## src/rtl/selective_repeat_sender_window_top_defines.svh

```systemverilog
// assertion macros for the selective-repeat sender window block
// used by srsw_core; no other dependencies
`ifndef SELECTIVE_REPEAT_SENDER_WINDOW_TOP_DEFINES_SVH
`define SELECTIVE_REPEAT_SENDER_WINDOW_TOP_DEFINES_SVH

`ifndef SYNTHESIS
// same-cycle implication
`define SRSW_ASSERT_IMP(lbl, clk, rst_n, ante, cons) \
    lbl: assert property (@(posedge clk) disable iff (!rst_n) (ante) |-> (cons)) \
        else $error("srsw assertion failed");
// next-cycle implication
`define SRSW_ASSERT_NXT(lbl, clk, rst_n, ante, cons) \
    lbl: assert property (@(posedge clk) disable iff (!rst_n) (ante) |=> (cons)) \
        else $error("srsw assertion failed");
`else
`define SRSW_ASSERT_IMP(lbl, clk, rst_n, ante, cons)
`define SRSW_ASSERT_NXT(lbl, clk, rst_n, ante, cons)
`endif

`endif

```

## src/rtl/srsw_pkg.sv

```systemverilog
// shared types and constants of the selective-repeat sender window
// no dependencies
`default_nettype none

package srsw_pkg;

    // sizing
    localparam int MAX_PACKETS = 16;
    localparam int MAX_WINDOW  = 8;
    localparam int IDX_W       = $clog2(MAX_PACKETS);
    localparam int CNT_W       = IDX_W + 1;
    localparam int WIN_W       = 4;
    localparam int TMR_W       = 8;
    localparam int ADDR_W      = 4;
    localparam int DATA_W      = 32;

    // register indexes
    localparam logic [1:0] REG_PACKET_COUNT  = 2'd0;
    localparam logic [1:0] REG_WINDOW_SIZE   = 2'd1;
    localparam logic [1:0] REG_TIMEOUT_TICKS = 2'd2;

    // register reset values
    localparam logic [CNT_W-1:0] PC_RESET  = CNT_W'(10);
    localparam logic [WIN_W-1:0] WS_RESET  = WIN_W'(3);
    localparam logic [TMR_W-1:0] TMO_RESET = TMR_W'(5);

    // result kinds
    localparam logic [1:0] KIND_NEW    = 2'd0;
    localparam logic [1:0] KIND_RETX   = 2'd1;
    localparam logic [1:0] KIND_STATUS = 2'd2;

    typedef enum logic [1:0] {
        CMD_START = 2'd0,
        CMD_TICK  = 2'd1,
        CMD_ACK   = 2'd2,
        CMD_NACK  = 2'd3
    } cmd_t;

    typedef enum logic [3:0] {
        S_IDLE,
        S_SWEEP,
        S_TICK_RD,
        S_TICK_EX,
        S_TICK_NEW,
        S_SLIDE_RD,
        S_SLIDE_EX,
        S_NACK_RD,
        S_NACK_EX,
        S_FLUSH
    } state_t;

    // effective (saturated) configuration
    typedef struct packed {
        logic [CNT_W-1:0] pc;
        logic [WIN_W-1:0] ws;
        logic [TMR_W-1:0] tmo;
    } cfg_eff_t;

    // one access to both state memories
    typedef struct packed {
        logic [IDX_W-1:0] addr;
        logic             re;
        logic             ack_we;
        logic             ack_wdata;
        logic             tmr_we;
        logic [TMR_W-1:0] tmr_wdata;
    } mem_req_t;

    // one result item
    typedef struct packed {
        logic [1:0]       kind;
        logic [CNT_W-1:0] send_id;
        logic [CNT_W-1:0] window_base;
        logic             all_done;
        logic             ignored;
        logic             last;
    } result_t;

endpackage

`default_nettype wire

```

## src/rtl/srsw_ram.sv

```systemverilog
// generic single-port synchronous RAM, registered read data
// no dependencies
`default_nettype none

module srsw_ram #(
    parameter int DEPTH = 16,
    parameter int WIDTH = 8
) (
    input  wire logic                     clk,
    input  wire logic [$clog2(DEPTH)-1:0] addr,
    input  wire logic                     we,
    input  wire logic [WIDTH-1:0]         wdata,
    input  wire logic                     re,
    output logic      [WIDTH-1:0]         rdata
);

    logic [WIDTH-1:0] mem [DEPTH];

    // write port
    always_ff @(posedge clk)
    begin
        if (we)
        begin
            mem[addr] <= wdata;
        end
    end

    // read port
    always_ff @(posedge clk)
    begin
        if (re)
        begin
            rdata <= mem[addr];
        end
    end

endmodule

`default_nettype wire

```

## src/rtl/srsw_cfg.sv

```systemverilog
// APB configuration registers and their saturated values
// depends on srsw_pkg
`default_nettype none

module srsw_cfg
    import srsw_pkg::*;
(
    input  wire logic              clk,
    input  wire logic              rst_n,
    input  wire logic              psel,
    input  wire logic              penable,
    input  wire logic              pwrite,
    input  wire logic [ADDR_W-1:0] paddr,
    input  wire logic [DATA_W-1:0] pwdata,
    output logic      [DATA_W-1:0] prdata,
    output logic                   pready,
    input  wire logic              running,
    output cfg_eff_t               cfg
);

    logic [CNT_W-1:0] pc_reg, pc_next;
    logic [WIN_W-1:0] ws_reg, ws_next;
    logic [TMR_W-1:0] tmo_reg, tmo_next;
    logic [1:0]       reg_idx;
    logic             wr_en;

    assign pready  = 1'b1;
    assign reg_idx = paddr[3:2];
    // writes are dropped while a transfer is in flight
    assign wr_en   = psel && penable && pwrite && !running;

    // register write decode
    always_comb
    begin
        pc_next  = pc_reg;
        ws_next  = ws_reg;
        tmo_next = tmo_reg;
        if (wr_en)
        begin
            case (reg_idx)
                REG_PACKET_COUNT:  pc_next  = pwdata[CNT_W-1:0];
                REG_WINDOW_SIZE:   ws_next  = pwdata[WIN_W-1:0];
                REG_TIMEOUT_TICKS: tmo_next = pwdata[TMR_W-1:0];
                default:           ;
            endcase
        end
    end

    always_ff @(posedge clk or negedge rst_n)
    begin
        if (!rst_n)
        begin
            pc_reg  <= PC_RESET;
            ws_reg  <= WS_RESET;
            tmo_reg <= TMO_RESET;
        end
        else
        begin
            pc_reg  <= pc_next;
            ws_reg  <= ws_next;
            tmo_reg <= tmo_next;
        end
    end

    // read mux
    always_comb
    begin
        case (reg_idx)
            REG_PACKET_COUNT:  prdata = DATA_W'(pc_reg);
            REG_WINDOW_SIZE:   prdata = DATA_W'(ws_reg);
            REG_TIMEOUT_TICKS: prdata = DATA_W'(tmo_reg);
            default:           prdata = '0;
        endcase
    end

    // saturate into the usable ranges
    always_comb
    begin
        if (pc_reg == '0)
        begin
            cfg.pc = CNT_W'(1);
        end
        else if (pc_reg > CNT_W'(MAX_PACKETS))
        begin
            cfg.pc = CNT_W'(MAX_PACKETS);
        end
        else
        begin
            cfg.pc = pc_reg;
        end

        if (ws_reg == '0)
        begin
            cfg.ws = WIN_W'(1);
        end
        else if (ws_reg > WIN_W'(MAX_WINDOW))
        begin
            cfg.ws = WIN_W'(MAX_WINDOW);
        end
        else
        begin
            cfg.ws = ws_reg;
        end

        cfg.tmo = (tmo_reg == '0) ? TMR_W'(1) : tmo_reg;
    end

endmodule

`default_nettype wire

```

## src/rtl/srsw_core.sv

```systemverilog
// window sequencer: walks the ack and timer memories and forms results
// depends on srsw_pkg and the assertion macro header
`default_nettype none
`include "selective_repeat_sender_window_top_defines.svh"

module srsw_core
    import srsw_pkg::*;
(
    input  wire logic             clk,
    input  wire logic             rst_n,
    input  wire logic             in_valid,
    output logic                  in_stall,
    input  wire logic [1:0]       cmd,
    input  wire logic [CNT_W-1:0] packet_id,
    input  cfg_eff_t              cfg,
    output logic                  running,
    input  wire logic             out_free,
    output logic                  push,
    output result_t               push_data,
    output mem_req_t              mem_req,
    input  wire logic             acked_rdata,
    input  wire logic [TMR_W-1:0] tmr_rdata
);

    state_t           state_reg, state_next;
    logic [CNT_W-1:0] base_reg, base_next;
    logic [IDX_W-1:0] end_reg, end_next;
    logic [CNT_W-1:0] next_reg, next_next;
    logic             started_reg, started_next;
    logic [CNT_W-1:0] idx_reg, idx_next;
    logic             ign_reg, ign_next;
    logic             hold_valid_reg, hold_valid_next;
    logic [1:0]       hold_kind_reg, hold_kind_next;
    logic [CNT_W-1:0] hold_id_reg, hold_id_next;

    cmd_t             cmd_c;
    logic             accept;
    logic             done;
    logic [CNT_W-1:0] pid_m1;
    logic             pid_bad;
    logic [CNT_W-1:0] ws_ext;
    logic [CNT_W-1:0] win_last;
    logic [CNT_W-1:0] pc_m1;
    logic [CNT_W-1:0] end_ext;
    logic [CNT_W-1:0] end_plus1;
    logic [CNT_W-1:0] idx_plus1;
    logic             emit_ok;
    logic             sweep_emit;
    logic             tick_emit;
    logic             new_emit;
    logic             emit;
    logic [1:0]       emit_kind;
    logic [CNT_W-1:0] emit_id;

    // command decode and window arithmetic
    assign cmd_c     = cmd_t'(cmd);
    assign in_stall  = (state_reg != S_IDLE);
    assign accept    = in_valid && (state_reg == S_IDLE);
    assign done      = started_reg && (base_reg >= cfg.pc);
    assign running   = started_reg && !done;
    assign pid_m1    = packet_id - CNT_W'(1);
    assign pid_bad   = !running || (packet_id == '0) || (packet_id > cfg.pc) ||
                       (pid_m1 >= next_reg);
    assign ws_ext    = CNT_W'(cfg.ws);
    assign win_last  = ((ws_ext < cfg.pc) ? ws_ext : cfg.pc) - CNT_W'(1);
    assign pc_m1     = cfg.pc - CNT_W'(1);
    assign end_ext   = {1'b0, end_reg};
    assign end_plus1 = end_ext + CNT_W'(1);
    assign idx_plus1 = idx_reg + CNT_W'(1);
    // a new result may enter the holding slot when it is empty or can drain
    assign emit_ok    = !hold_valid_reg || out_free;
    assign sweep_emit = (idx_reg <= end_ext);
    assign tick_emit  = !acked_rdata && (tmr_rdata <= TMR_W'(1));
    assign new_emit   = (next_reg < cfg.pc) && (next_reg <= end_ext);

    // next state
    always_comb
    begin
        state_next = state_reg;
        case (state_reg)
            S_IDLE:
            begin
                if (accept)
                begin
                    case (cmd_c)
                        CMD_START: state_next = running ? S_FLUSH : S_SWEEP;
                        CMD_TICK:
                        begin
                            if (!running)
                            begin
                                state_next = S_FLUSH;
                            end
                            else
                            begin
                                state_next = (base_reg < next_reg) ? S_TICK_RD : S_TICK_NEW;
                            end
                        end
                        CMD_ACK:
                        begin
                            state_next = (!pid_bad && (base_reg == pid_m1)) ?
                                         S_SLIDE_RD : S_FLUSH;
                        end
                        CMD_NACK:  state_next = pid_bad ? S_FLUSH : S_NACK_RD;
                        default:   state_next = S_FLUSH;
                    endcase
                end
            end
            S_SWEEP:
            begin
                if ((!sweep_emit || emit_ok) &&
                    (idx_reg[IDX_W-1:0] == IDX_W'(MAX_PACKETS - 1)))
                begin
                    state_next = S_FLUSH;
                end
            end
            S_TICK_RD:  state_next = S_TICK_EX;
            S_TICK_EX:
            begin
                if (!tick_emit || emit_ok)
                begin
                    state_next = (idx_plus1 < next_reg) ? S_TICK_RD : S_TICK_NEW;
                end
            end
            S_TICK_NEW:
            begin
                if (!new_emit || emit_ok)
                begin
                    state_next = S_FLUSH;
                end
            end
            S_SLIDE_RD: state_next = (base_reg < cfg.pc) ? S_SLIDE_EX : S_FLUSH;
            S_SLIDE_EX: state_next = acked_rdata ? S_SLIDE_RD : S_FLUSH;
            S_NACK_RD:  state_next = S_NACK_EX;
            S_NACK_EX:  state_next = S_FLUSH;
            S_FLUSH:
            begin
                if (out_free)
                begin
                    state_next = S_IDLE;
                end
            end
            default:    state_next = S_IDLE;
        endcase
    end

    // datapath, memory accesses and results
    always_comb
    begin
        base_next       = base_reg;
        end_next        = end_reg;
        next_next       = next_reg;
        started_next    = started_reg;
        idx_next        = idx_reg;
        ign_next        = ign_reg;
        hold_valid_next = hold_valid_reg;
        hold_kind_next  = hold_kind_reg;
        hold_id_next    = hold_id_reg;
        mem_req         = '0;
        mem_req.addr    = idx_reg[IDX_W-1:0];
        emit            = 1'b0;
        emit_kind       = KIND_NEW;
        emit_id         = idx_plus1;
        push            = 1'b0;
        push_data.kind        = hold_kind_reg;
        push_data.send_id     = hold_id_reg;
        push_data.window_base = base_reg;
        push_data.all_done    = done;
        push_data.ignored     = 1'b0;
        push_data.last        = 1'b0;

        case (state_reg)
            S_IDLE:
            begin
                if (accept)
                begin
                    ign_next = 1'b0;
                    case (cmd_c)
                        CMD_START:
                        begin
                            if (running)
                            begin
                                ign_next = 1'b1;
                            end
                            else
                            begin
                                started_next = 1'b1;
                                base_next    = '0;
                                next_next    = '0;
                                end_next     = win_last[IDX_W-1:0];
                                idx_next     = '0;
                            end
                        end
                        CMD_TICK:
                        begin
                            if (!running)
                            begin
                                ign_next = 1'b1;
                            end
                            else
                            begin
                                idx_next = base_reg;
                            end
                        end
                        CMD_ACK:
                        begin
                            if (pid_bad)
                            begin
                                ign_next = 1'b1;
                            end
                            else
                            begin
                                mem_req.addr      = pid_m1[IDX_W-1:0];
                                mem_req.ack_we    = 1'b1;
                                mem_req.ack_wdata = 1'b1;
                            end
                        end
                        CMD_NACK:
                        begin
                            if (pid_bad)
                            begin
                                ign_next = 1'b1;
                            end
                            else
                            begin
                                idx_next = pid_m1;
                            end
                        end
                        default: ign_next = 1'b1;
                    endcase
                end
            end
            // clear every entry, load timers and send the first window
            S_SWEEP:
            begin
                if (!sweep_emit || emit_ok)
                begin
                    mem_req.ack_we    = 1'b1;
                    mem_req.ack_wdata = 1'b0;
                    mem_req.tmr_we    = 1'b1;
                    mem_req.tmr_wdata = sweep_emit ? cfg.tmo : '0;
                    if (sweep_emit)
                    begin
                        emit      = 1'b1;
                        emit_kind = KIND_NEW;
                        next_next = idx_plus1;
                    end
                    idx_next = idx_plus1;
                end
            end
            S_TICK_RD:
            begin
                mem_req.re = 1'b1;
            end
            // count down one outstanding timer, resend on expiry
            S_TICK_EX:
            begin
                if (!tick_emit || emit_ok)
                begin
                    if (!acked_rdata)
                    begin
                        mem_req.tmr_we = 1'b1;
                        if (tick_emit)
                        begin
                            mem_req.tmr_wdata = cfg.tmo;
                            emit      = 1'b1;
                            emit_kind = KIND_RETX;
                        end
                        else
                        begin
                            mem_req.tmr_wdata = tmr_rdata - TMR_W'(1);
                        end
                    end
                    idx_next = idx_plus1;
                end
            end
            // one new packet if it lies inside the window
            S_TICK_NEW:
            begin
                if (new_emit && emit_ok)
                begin
                    mem_req.addr      = next_reg[IDX_W-1:0];
                    mem_req.tmr_we    = 1'b1;
                    mem_req.tmr_wdata = cfg.tmo;
                    emit      = 1'b1;
                    emit_kind = KIND_NEW;
                    emit_id   = next_reg + CNT_W'(1);
                    next_next = next_reg + CNT_W'(1);
                end
            end
            S_SLIDE_RD:
            begin
                mem_req.addr = base_reg[IDX_W-1:0];
                mem_req.re   = (base_reg < cfg.pc);
            end
            // slide the base over acknowledged packets
            S_SLIDE_EX:
            begin
                if (acked_rdata)
                begin
                    base_next = base_reg + CNT_W'(1);
                    if (end_ext < pc_m1)
                    begin
                        end_next = end_reg + IDX_W'(1);
                    end
                end
            end
            S_NACK_RD:
            begin
                mem_req.re = 1'b1;
            end
            S_NACK_EX:
            begin
                if (acked_rdata || (idx_reg < base_reg))
                begin
                    ign_next = 1'b1;
                end
                else
                begin
                    mem_req.tmr_we    = 1'b1;
                    mem_req.tmr_wdata = cfg.tmo;
                    emit      = 1'b1;
                    emit_kind = KIND_RETX;
                end
            end
            // final result of this item
            S_FLUSH:
            begin
                if (out_free)
                begin
                    push            = 1'b1;
                    push_data.last  = 1'b1;
                    hold_valid_next = 1'b0;
                    if (!hold_valid_reg)
                    begin
                        push_data.kind    = KIND_STATUS;
                        push_data.send_id = '0;
                        push_data.ignored = ign_reg;
                    end
                end
            end
            default: ;
        endcase

        // a new result displaces the held one toward the output register
        if (emit)
        begin
            if (hold_valid_reg)
            begin
                push = 1'b1;
            end
            hold_valid_next = 1'b1;
            hold_kind_next  = emit_kind;
            hold_id_next    = emit_id;
        end
    end

    // control state
    always_ff @(posedge clk or negedge rst_n)
    begin
        if (!rst_n)
        begin
            state_reg      <= S_IDLE;
            base_reg       <= '0;
            end_reg        <= '0;
            next_reg       <= '0;
            started_reg    <= 1'b0;
            hold_valid_reg <= 1'b0;
        end
        else
        begin
            state_reg      <= state_next;
            base_reg       <= base_next;
            end_reg        <= end_next;
            next_reg       <= next_next;
            started_reg    <= started_next;
            hold_valid_reg <= hold_valid_next;
        end
    end

    // working registers
    always_ff @(posedge clk)
    begin
        idx_reg       <= idx_next;
        ign_reg       <= ign_next;
        hold_kind_reg <= hold_kind_next;
        hold_id_reg   <= hold_id_next;
    end

    // checks
    `SRSW_ASSERT_IMP(a_push_has_room, clk, rst_n, push, out_free)
    `SRSW_ASSERT_IMP(a_base_within_sent, clk, rst_n, started_reg, base_reg <= next_reg)
    `SRSW_ASSERT_IMP(a_idle_hold_empty, clk, rst_n, state_reg == S_IDLE, !hold_valid_reg)
    `SRSW_ASSERT_IMP(a_next_within_window, clk, rst_n,
        started_reg && (state_reg == S_IDLE), next_reg <= end_plus1)
    `SRSW_ASSERT_NXT(a_last_ends_item, clk, rst_n, push && push_data.last,
        state_reg == S_IDLE)

endmodule

`default_nettype wire

```

## src/rtl/selective_repeat_sender_window_top.sv

```systemverilog
// selective-repeat ARQ sender window: top level with output register
// depends on srsw_pkg, srsw_cfg, srsw_ram and srsw_core
//
// channel  | handshake                 | payload
// ---------+---------------------------+------------------------------------------
// config   | psel, penable, pwrite     | paddr, pwdata, prdata (pready tied high)
// input    | in_valid, in_stall        | cmd, packet_id
// output   | out_valid, out_stall      | kind, send_id, window_base, all_done,
//          |                           | ignored, last
//
// one item at a time; the sequencer walks the ack and timer memories through
// single-port RAM accesses on a shared address (read, then write back where needed)
// start: a sweep of all MAX_PACKETS entries that clears marks and sends the window
// tick: each sent packet from the base, acknowledged or not, then one new packet
// ack: marks the entry, and at the window base slides the base over acked entries
// nack resends an unacked entry; an output stall holds any item in progress
// reset needs no memory pass: start clears the state memories itself
`default_nettype none

module selective_repeat_sender_window_top
    import srsw_pkg::*;
(
    input  wire logic              clk,
    input  wire logic              rst_n,
    input  wire logic              psel,
    input  wire logic              penable,
    input  wire logic              pwrite,
    input  wire logic [ADDR_W-1:0] paddr,
    input  wire logic [DATA_W-1:0] pwdata,
    output logic      [DATA_W-1:0] prdata,
    output logic                   pready,
    input  wire logic              in_valid,
    output logic                   in_stall,
    input  wire logic [1:0]        cmd,
    input  wire logic [CNT_W-1:0]  packet_id,
    output logic                   out_valid,
    input  wire logic              out_stall,
    output logic      [1:0]        kind,
    output logic      [CNT_W-1:0]  send_id,
    output logic      [CNT_W-1:0]  window_base,
    output logic                   all_done,
    output logic                   ignored,
    output logic                   last
);

    cfg_eff_t         cfg;
    logic             running;
    logic             out_free;
    logic             push;
    result_t          push_data;
    mem_req_t         mem_req;
    logic             acked_rdata;
    logic [TMR_W-1:0] tmr_rdata;
    logic             out_valid_reg, out_valid_next;
    result_t          out_data_reg;

    srsw_cfg u_cfg (
        .clk     (clk),
        .rst_n   (rst_n),
        .psel    (psel),
        .penable (penable),
        .pwrite  (pwrite),
        .paddr   (paddr),
        .pwdata  (pwdata),
        .prdata  (prdata),
        .pready  (pready),
        .running (running),
        .cfg     (cfg)
    );

    srsw_core u_core (
        .clk         (clk),
        .rst_n       (rst_n),
        .in_valid    (in_valid),
        .in_stall    (in_stall),
        .cmd         (cmd),
        .packet_id   (packet_id),
        .cfg         (cfg),
        .running     (running),
        .out_free    (out_free),
        .push        (push),
        .push_data   (push_data),
        .mem_req     (mem_req),
        .acked_rdata (acked_rdata),
        .tmr_rdata   (tmr_rdata)
    );

    // acknowledgement marks
    srsw_ram #(
        .DEPTH (MAX_PACKETS),
        .WIDTH (1)
    ) u_ack_ram (
        .clk   (clk),
        .addr  (mem_req.addr),
        .we    (mem_req.ack_we),
        .wdata (mem_req.ack_wdata),
        .re    (mem_req.re),
        .rdata (acked_rdata)
    );

    // retry timers
    srsw_ram #(
        .DEPTH (MAX_PACKETS),
        .WIDTH (TMR_W)
    ) u_tmr_ram (
        .clk   (clk),
        .addr  (mem_req.addr),
        .we    (mem_req.tmr_we),
        .wdata (mem_req.tmr_wdata),
        .re    (mem_req.re),
        .rdata (tmr_rdata)
    );

    // output register, free when empty or draining this cycle
    assign out_free = !out_valid_reg || !out_stall;

    always_comb
    begin
        if (push)
        begin
            out_valid_next = 1'b1;
        end
        else
        begin
            out_valid_next = out_valid_reg && out_stall;
        end
    end

    always_ff @(posedge clk or negedge rst_n)
    begin
        if (!rst_n)
        begin
            out_valid_reg <= 1'b0;
        end
        else
        begin
            out_valid_reg <= out_valid_next;
        end
    end

    always_ff @(posedge clk)
    begin
        if (push)
        begin
            out_data_reg <= push_data;
        end
    end

    assign out_valid   = out_valid_reg;
    assign kind        = out_data_reg.kind;
    assign send_id     = out_data_reg.send_id;
    assign window_base = out_data_reg.window_base;
    assign all_done    = out_data_reg.all_done;
    assign ignored     = out_data_reg.ignored;
    assign last        = out_data_reg.last;

endmodule

`default_nettype wire
```

## config.mk

```make
export PLATFORM = sky130hd
export DESIGN_NAME = selective_repeat_sender_window_top
export DESIGN_NICKNAME = d
export VERILOG_FILES = /design/src/rtl/srsw_pkg.sv /design/src/rtl/srsw_ram.sv /design/src/rtl/srsw_cfg.sv /design/src/rtl/srsw_core.sv /design/src/rtl/selective_repeat_sender_window_top.sv
export VERILOG_INCLUDE_DIRS = /design/src /design/src/rtl
export SDC_FILE = /design/constraint.sdc
export NUM_CORES = 1
export LEC_CHECK = 0
export ABC_CLOCK_PERIOD_IN_PS = 11000
export BUFFER_PORTS_ARGS = -buffer_cell sky130_fd_sc_hd__buf_4
export CAP_MARGIN = 20
export CORE_MARGIN = 4
export CORE_UTILIZATION = 65
export DETAILED_ROUTE_END_ITERATION = 10
export PLACE_DENSITY = 0.83
export SYNTH_ARGS = -nofsm -noshare
export SYNTH_HDL_FRONTEND = slang
export SYNTH_SLANG_ARGS = --single-unit
```

## constraint.sdc

```tcl
create_clock -name clk -period 11 [get_ports clk]
set_clock_uncertainty 0.2 [all_clocks]
set_input_delay 2.75 -clock clk [delete_from_list [all_inputs] [get_ports clk]]
set_output_delay 2.75 -clock clk [all_outputs]
set_load 0.05 [all_outputs]
```

# Word-level counts from Yosys, hierarchy flattened

Memory sizes are Yosys's and may differ from the RTL's. A register that Yosys moved wholly into a read port is not among the register bits.
Index checks and enable logic that the tools add are counted.

Output and inout port bits: 50
Memories: 2
Register bits: 66
Word-level logic and storage cells: 240
RAM bits: 144

$lt $le $gt $ge: 15
Bitwise operators: 3
Multiplexer cells: 100
$add $sub $neg: 8
Reductions and logical operators: 59
Equality and inequality tests: 33

Memories:

| name          | depth | bits a word | read ports | clocked after Yosys merged registers in | write ports | line           | source |
|---|---|---|---|---|---|---|---|
| u_tmr_ram.mem | 16    | 8           | 1          | 1                                       | 1           | srsw_ram.sv:17 | `logic [WIDTH-1:0] mem [DEPTH];` |
| u_ack_ram.mem | 16    | 1           | 1          | 1                                       | 1           | srsw_ram.sv:17 |  |

Operators with widths:

| operator                                                                | number |
|---|---|
| 4-bit two-way mux                                                       | 23 |
| 5-bit two-way mux                                                       | 16 |
| 5-bit case mux with 3 select lines                                      | 3 |
| 4-bit case mux with 10 select lines                                     | 1 |
| 9-bit two-way mux                                                       | 4 |
| 9-bit case mux with 4 select lines                                      | 1 |
| 1-bit two-way mux                                                       | 27 |
| 5-bit < comparator                                                      | 5 |
| 8-bit two-way mux                                                       | 3 |
| 8-bit case mux with 3 select lines                                      | 1 |
| 2-bit by 1-bit inequality test with 1-bit output, second input constant | 11 |
| 7-bit two-way mux                                                       | 3 |
| 4-bit by 3-bit == test with 1-bit output, second input constant         | 4 |
| 4-bit case mux with 4 select lines                                      | 1 |
| 5-bit by 1-bit adder with 5-bit output, second input constant           | 3 |
| 4-bit == test, second input constant                                    | 3 |
| 1-bit logical AND                                                       | 12 |
| 4-bit case mux with 3 select lines                                      | 1 |
| 11-bit two-way mux                                                      | 1 |
| 5-bit >= comparator                                                     | 2 |
| 5-bit by 4-bit less-or-equal comparator with 1-bit output               | 2 |
| 1-bit logical NOT                                                       | 10 |
| 5-bit logical NOT                                                       | 2 |
| 4-bit by 5-bit < comparator with 1-bit output                           | 2 |
| other kinds (42)                                                        | 77 |

# Longest topological paths before layout

Gate-level depths: netlist (run 1).

Depth after elaboration: 17
Mapped depth: 16
Depth with buffers taken out: 13

# By module

Synthesis (run 1) repeated with hierarchy kept, for this count alone.

Cell total of the unflattened synthesis: 892
Area total of the unflattened synthesis: 11,469.8 um^2

By module, submodules not included:

| module                             | times used | cells each | area an instance (um^2) |
|---|---|---|---|
| srsw_ram at u_tmr_ram              | 1          | 230        | 5,147.4 |
| srsw_core                          | 1          | 486        | 3,923.8 |
| srsw_cfg                           | 1          | 109        | 1,138.6 |
| srsw_ram at u_ack_ram              | 1          | 49         | 773.2 |
| selective_repeat_sender_window_top | 1          | 18         | 486.7 |

# Worst setup path after synthesis (run 1)

OpenSTA, ideal clock, no wires.

Path type: input -> output
Start: input paddr[3]
End: output prdata[0]
Arrival time: 4,261 ps
Stages on the path: 3
Path slack: 3,789 ps
Cells stage by stage: clkbuf_1 > mux2i_1 > o21ai_0

Cells in the longest elaborated chain, start to end: 2
Elaborated cells on any way between the ends: 4
Those cells by class: eq/ne (2); mux (1); reduce/logical (1)

Ends and longest elaborated chain:

| what                                  | line                                     | source |
|---|---|---|
| start, declared                       | selective_repeat_sender_window_top.sv:28 | `input wire logic [ADDR_W-1:0] paddr,` |
| 2-bit == test (tied with other cells) | srsw_cfg.sv:68                           | `case (reg_idx)` |
| 8-bit case mux with 3 select lines *  | srsw_cfg.sv:68                           |  |
| end, declared                         | selective_repeat_sender_window_top.sv:30 | `output logic [DATA_W-1:0] prdata,` |

Mark *: on every way between the ends. The rest lies on a longest branch, timed or not.

# Worst setup path in the final report (run 1)

Start: input packet_id[0]
End: register u_tmr_ram.rdata[2], read port of u_tmr_ram.mem (data pin)

Cells in the longest elaborated chain, start to end: 8
Elaborated cells on any way between the ends: 11
Those cells by class: add/sub (1); order compare (2); mux (4); reduce/logical (4)

Ends and longest elaborated chain:

| what                                                                                | line                                     | source |
|---|---|---|
| start, declared                                                                     | selective_repeat_sender_window_top.sv:35 | `input wire logic [CNT_W-1:0] packet_id,` |
| branches (longest 4 deep; another with 5-bit by 1-bit subtractor with 5-bit output) | n/a                                      |  |
| 4-bit two-way mux *                                                                 | srsw_core.sv:206                         | `if (pid_bad)` |
| 4-bit two-way mux *                                                                 | srsw_core.sv:177                         | `case (cmd_c)` |
| 4-bit two-way mux *                                                                 | srsw_core.sv:174                         | `if (accept)` |
| 4-bit case mux with 3 select lines *                                                | srsw_core.sv:171                         | `case (state_reg)` |
| end, declared                                                                       | srsw_ram.sv:14                           | `output logic [WIDTH-1:0] rdata` |

Mark *: on every way between the ends.
A chain may end at the register's enable or synchronous reset.

==> results of run 1 <==
==> metal layers <==
layer,share of wire,vias to the layer above,track usage,wire length (um)
met2,0.49,469,0.464,13800
met3,0.086,101,0.0439,2420
met1,0.38,3986,0.354,10600
li1,-,3862,-,-
met5,0,-,0,0
met4,0.043,0,0.118,1210
==> metrics by stage <==
| step | hold WS [ns] | instances | power [mW] | util |
|---|---|---|---|---|
| 2_1_floorplan | 0.251 | 1037 | 2.81 | - |
| 3_3_place_gp | 0.282 | 1256 | 3.30 | 0.686 |
| 3_5_place_dp | 0.293 | 1256 | 3.38 | 0.686 |
| 4_1_cts | 0.305 | 1297 | 4.08 | 0.723 |
| 5_1_grt | 0.317 | 1297 | 4.34 | 0.723 |
| 6_report | 0.314 | 1297 | 4.10 | 0.723 |
==> worst max-delay path: stages <==
cell	delay [ns]
buf_4	0.13
inv_1	0.16
ha_1	0.21
xor2_1	0.43
ha_1	0.33
o21ai_0	0.06
o21ai_0	0.10
o211ai_1	0.15
and4_1	0.87
a211o_1	0.65
o21a_2	0.71
buf_4	0.58
mux2_2	0.42
o22a_1	0.22
and4_1	0.22
==> power by group <==
group | total, mW | switching (mW) | internal (mW)
clock network | 0.703 | 0.316 | 0.387
logic | 1.99 | 1.27 | 0.723
registers | 1.41 | 0.178 | 1.23
total | 4.10 | 1.76 | 2.34
==> layout make-up <==
cell class | count | area share
flip-flops and latches | 218 | 0.490
well taps | 229 | 0.0221
clock inverters | 12 | 0.00530
clock buffers | 29 | 0.0460
inverters | 49 | 0.0142
multi-input cells | 697 | 0.386
repair buffers | 63 | 0.0364
==> final timing paths <==
| path | to | slack [ns] | cells past startpoint |
|---|---|---|---|
| max | u_tmr_ram.rdata[2] | 3.05 | 15 |
| min | u_core.started_reg | 0.31 | 1 |
| max reg2reg | u_tmr_ram.rdata[2] | 4.49 | 13 |
| min reg2reg | u_core.started_reg | 0.31 | 1 |
| max in group asynchronous | u_cfg.pc_reg[1] | 8.20 | 1 |
| min in group asynchronous | u_core.started_reg | 2.02 | 1 |
==> cell families (layout without fill, tap and decap cells) <==
group,Yosys count,count (layout),share of synthesized area
buf+inv,122,153,0.0508
xor+xnor,26,26,0.0192
flops,218,218,0.535
other cells,2,25,0.000632
mux,63,63,0.0589
compound gates,244,244,0.153
simple gates,281,281,0.121
fa+ha+maj,58,58,0.0610
==> layout by cell type, fill, tap and decap left out, types with 7 or more instances in the layout <==
cell type / n
nor2_1: 77
nor3_1: 10
inv_1: 48
ha_1: 58
conb_1: 25
or3_1: 9
and3_1: 21
xor2_1: 10
dfrtp_1: 32
clkbuf_16: 23
a221oi_1: 25
a21oi_1: 23
and2_1: 10
nand2b_1: 9
edfxtp_1: 180
o21a_1: 8
buf_4: 63
nand4_1: 7
o211a_1: 19
nor2b_1: 20
o211ai_1: 20
o21ai_0: 29
and4_1: 11
a21o_1: 12
a21boi_0: 7
mux2_1: 11
mux2_2: 45
o22a_1: 19
nand3_1: 18
mux2i_1: 7
nand2_1: 65
o21ai_1: 31
xnor2_1: 16
==> impl_metrics.toml, run 1 <==
[run_status]
outcome = "finished clean"

[synthesis]
yosys.area.top_type = "edfxtp_1"
avgSynthCellArea_um2 = 11.7
ys_types = 76
ys_ff_latch = 218
syn_inst = 1014
synth-edff-count = 180
synth_top_area_frac = 0.455
async_reset_ff_frac = 0.174
synth_area_leaders = "edfxtp_1 (45%), dfrtp_1 (6.7%), ha_1 (6.1%), mux2_2 (4.3%), nor2_1 (2.4%)"
yosysSeqAreaShare = 0.535
synth_ff_type = "edfxtp_1"
synth_warnings = 0
syn_area_um2 = 11900
synth.top_cells.by_count = "edfxtp_1 (180), nor2_1 (77), nand2_1 (65), ha_1 (58), inv_1 (48)"
synth_most_common_cell = "edfxtp_1"

[timing]
timing.final.ws_setup_ns = 3.05
slew_headroom = 0.356
fin_crit_sh = 0.722
rsz0062_at_grt = "no"
clock.fmax_ghz = 0.126
finalSetupViolCount = 0
worst_slew_pin_slew_ns = 0.967
finalSetupTns_ns = 0
fin_crit_ns = 7.95
report.final.slew_viol_count = 0
hold_violations = 0

[clocking]
numClockSinks = 218
cts_buffers = 23
cts_resized = 0
clk_pin_slew_ns = 0.06
postCtsSetupRepairBufs = 0
htreeDepth = 1
clk_latency_ns = 0.53
ctsHoldBuffers = 0
root_buffer = "clkbuf_16"
cts_buffer_depth = 3
cts_tree = "done"

[worst_setup_path]
worstPathRequired_ns = 11.07
startpoint = "packet_id[0]"
start_kind = "input port"
criticalPathCategory = "in -> reg"
worst-path-max-fanout = 43
rr_startpoint = "u_cfg.pc_reg[4]"
cp-end-kind = "flop"
cp.arrival_ns = 8.02

[drt]
drt_pre_antenna_iters = 6
post_drt_wl_per_cell_um = 21.6
drc = 0
postRouteWirelength_um = 28000
drt_iter0_markers = 1090
via_count = 8418
ant_nets = 0
vias_per_cell = 6.49

[finish]
design_area_um2 = 13000
diodes = 0
multiInputGateArea_um2 = 5020
drive_gt1_frac = 0.149
nFillCells = 1237
top_regs = "u_tmr_ram.mem: 128 flops, u_ack_ram.mem: 16 flops"
largest_reg_flops = 128
regMostFlops = "u_tmr_ram.mem"
area.sequential_um2 = 6360
fin_nets = 1160
area_growth_pct = 9.29

[global_route]
antenna_found_initial = 0
grt_max_degree = 49
grt_overflow = 0
grt.total_usage = 0.275
grt_pass1_vias = 8169
grt_pass1_wl_um = 43700

[job]
maxCapViolations = 0

[floorplan]
start_util = 0.662
num_rows = 49
die_area_um2 = 20500
fp.dieH_um = 143
io_pins = 100
core_area_um2 = 18000
die_w_um = 143

[place]
routabilityCongestion = 0.974
hpwl_um = 19300
dp_slack_ns = 2.66
place_area_um2 = 12300
io_buffers = 48

[pwr]
powerDensity_nw_per_um2 = 316
worst_ir_drop_vdd_uv = 218
leakage_nw = 5.08

[min_path]
worstHoldPathType = "reg -> reg"
hold_start = "u_core.started_reg"
(Power assumes the default switching activity.)
==> run 2, diff against run 1 <==
--- a/config.mk
+++ b/config.mk
@@ -6,13 +6,13 @@
 export SDC_FILE = /design/constraint.sdc
 export NUM_CORES = 1
 export LEC_CHECK = 0
-export ABC_CLOCK_PERIOD_IN_PS = 11000
+export ABC_CLOCK_PERIOD_IN_PS = 7000
 export BUFFER_PORTS_ARGS = -buffer_cell sky130_fd_sc_hd__buf_4
 export CAP_MARGIN = 20
 export CORE_MARGIN = 4
-export CORE_UTILIZATION = 65
+export CORE_UTILIZATION = 55
 export DETAILED_ROUTE_END_ITERATION = 10
-export PLACE_DENSITY = 0.83
+export PLACE_DENSITY = 0.74
 export SYNTH_ARGS = -nofsm -noshare
 export SYNTH_HDL_FRONTEND = slang
 export SYNTH_SLANG_ARGS = --single-unit
==> constraint.sdc (replaced) <==
create_clock -name clk -period 7 [get_ports clk]
set_clock_uncertainty 0.2 [all_clocks]
set_input_delay 1.75 -clock clk [delete_from_list [all_inputs] [get_ports clk]]
set_output_delay 1.75 -clock clk [all_outputs]
set_load 0.05 [all_outputs]
==> impl_metrics.toml, run 2 (synthesis gave the netlist of run 1 again) <==
[timing]
fin_crit_sh = 0.791
finalSetupTns_ns = 0
rsz0062_at_grt = "no"
hold_violations = 0
hold_ws_ns = 0.338
timing.final.ws_setup_ns = 1.46
report.final.slew_viol_count = 0
slew_headroom = 0.380
worst_slew_pin_slew_ns = 0.921
fin_crit_ns = 5.54
clock.fmax_ghz = 0.181
finalSetupViolCount = 0

[pwr]
worst_ir_drop_vdd_uv = 255
leakage_nw = 5.31
powerDensity_nw_per_um2 = 507

[clocking]
numClockSinks = 218
clk_latency_ns = 0.54
htreeDepth = 1
cts_buffer_depth = 3
cts_tree = "done"
cts_resized = 0
cts_buffers = 25
clk_pin_slew_ns = 0.06
postCtsSetupRepairBufs = 0
ctsHoldBuffers = 0
root_buffer = "clkbuf_16"

[drt]
postRouteWirelength_um = 28500
wl_met2_um = 14000
ant_nets = 0
drc = 0
drt_iter0_markers = 751
dr.max_layer_used = "met4"
wl_met1_um = 11500
drt_pre_antenna_iters = 5
wl_met3_um = 1890
vias_per_cell = 6.15
via_count = 8437
post_drt_wl_per_cell_um = 20.8

[place]
routabilityCongestion = 1.01
dp_slack_ns = 1.04
io_buffers = 48
hpwl_um = 19800

[worst_setup_path]
r2r_slack_ns = 1.94
criticalPathCategory = "in -> reg"
cp.arrival_ns = 5.61
worstPathRequired_ns = 7.08
worst-path-max-fanout = 27
cp-end-kind = "flop"
start_kind = "input port"

[finish]
area.sequential_um2 = 6360
fin_nets = 1185
top_regs = "u_tmr_ram.mem: 128 flops, u_ack_ram.mem: 16 flops"
layout_commonest_cell = "edfxtp_1"
regMostFlops = "u_tmr_ram.mem"
diodes = 0
largest_reg_flops = 128
nFillCells = 1657
final_cell_mix = "edfxtp_1 (180), buf_4 (85), nor2_1 (77)"
area_growth_pct = 13.3
drive_gt1_frac = 0.176
multiInputGateArea_um2 = 5020

[global_route]
antenna_found_initial = 0
grt_max_degree = 45
grt_overflow = 0
grt_pass1_wl_um = 44600
grt.total_usage = 0.234
grt_pass1_vias = 8253

[floorplan]
die_area_um2 = 24000
core_area_um2 = 21200
num_rows = 53
io_pins = 100
start_util = 0.562
die_w_um = 155
fp.dieH_um = 155

[job]
maxCapViolations = 0

[run_status]
outcome = "finished clean"

[min_path]
worstHoldPathType = "reg -> reg"
-- run 2: report_power, final --
part,internal [mW],switching [mW]
registers,1.93,0.275
clock network,0.878,0.529
logic,1.20,2.01
-- run 2: cell type report --
cell class              instances  share of cell area
clock inverters                20              0.0201
inverters                      49              0.0137
flip-flops and latches        218               0.473
clock buffers                  26              0.0467
well taps                     275              0.0255
multi-input cells             697               0.373
repair buffers                 86              0.0489
-- run 2: critical path: stages --
cell and delay [ns]:
buf_4 0.13, inv_1 0.16, ha_1 0.21, xor2_1 0.45, ha_1 0.19, o21ai_0 0.07, o21ai_0 0.15, o211ai_1 0.15
and4_1 0.26, buf_4 0.24, a211o_1 0.34, a21oi_4 0.47, buf_4 0.42, o211a_1 0.20, o21ai_1 0.12, and4_1 0.27
-- run 2: path summary, 6_finish.rpt --
kind / to / from / depth (start not counted)
max: u_tmr_ram.rdata[1] / packet_id[0] / 16
min: ignored / u_core.ign_reg / 1
max reg2reg: u_tmr_ram.rdata[0] / u_cfg.pc_reg[4] / 13
min reg2reg: ignored / u_core.ign_reg / 1
max in group asynchronous: u_cfg.tmo_reg[2] / rst_n / 1
min in group asynchronous: u_core.state_reg[0] / rst_n / 1
-- run 2: per-stage QoR --
stage / std cells / power (mW) / utilization / instance area [um2]
2_1_floorplan: 1037 / 4.42 / - / 12000
5_1_grt: 1371 / 7.24 / 0.637 / 13500
3_5_place_dp: 1325 / 5.40 / 0.594 / 12600
4_1_cts: 1371 / 6.83 / 0.637 / 13500
6_report: 1371 / 6.83 / 0.637 / 13500
3_3_place_gp: 1323 / 5.31 / 0.593 / 12600
-- run 2: layer usage --
layer	global-route usage	vias to the layer above
li1	-	3895
met1	0.305	4080
met2	0.397	387
met3	0.0328	75
met4	0.0934	0
met5	0	-
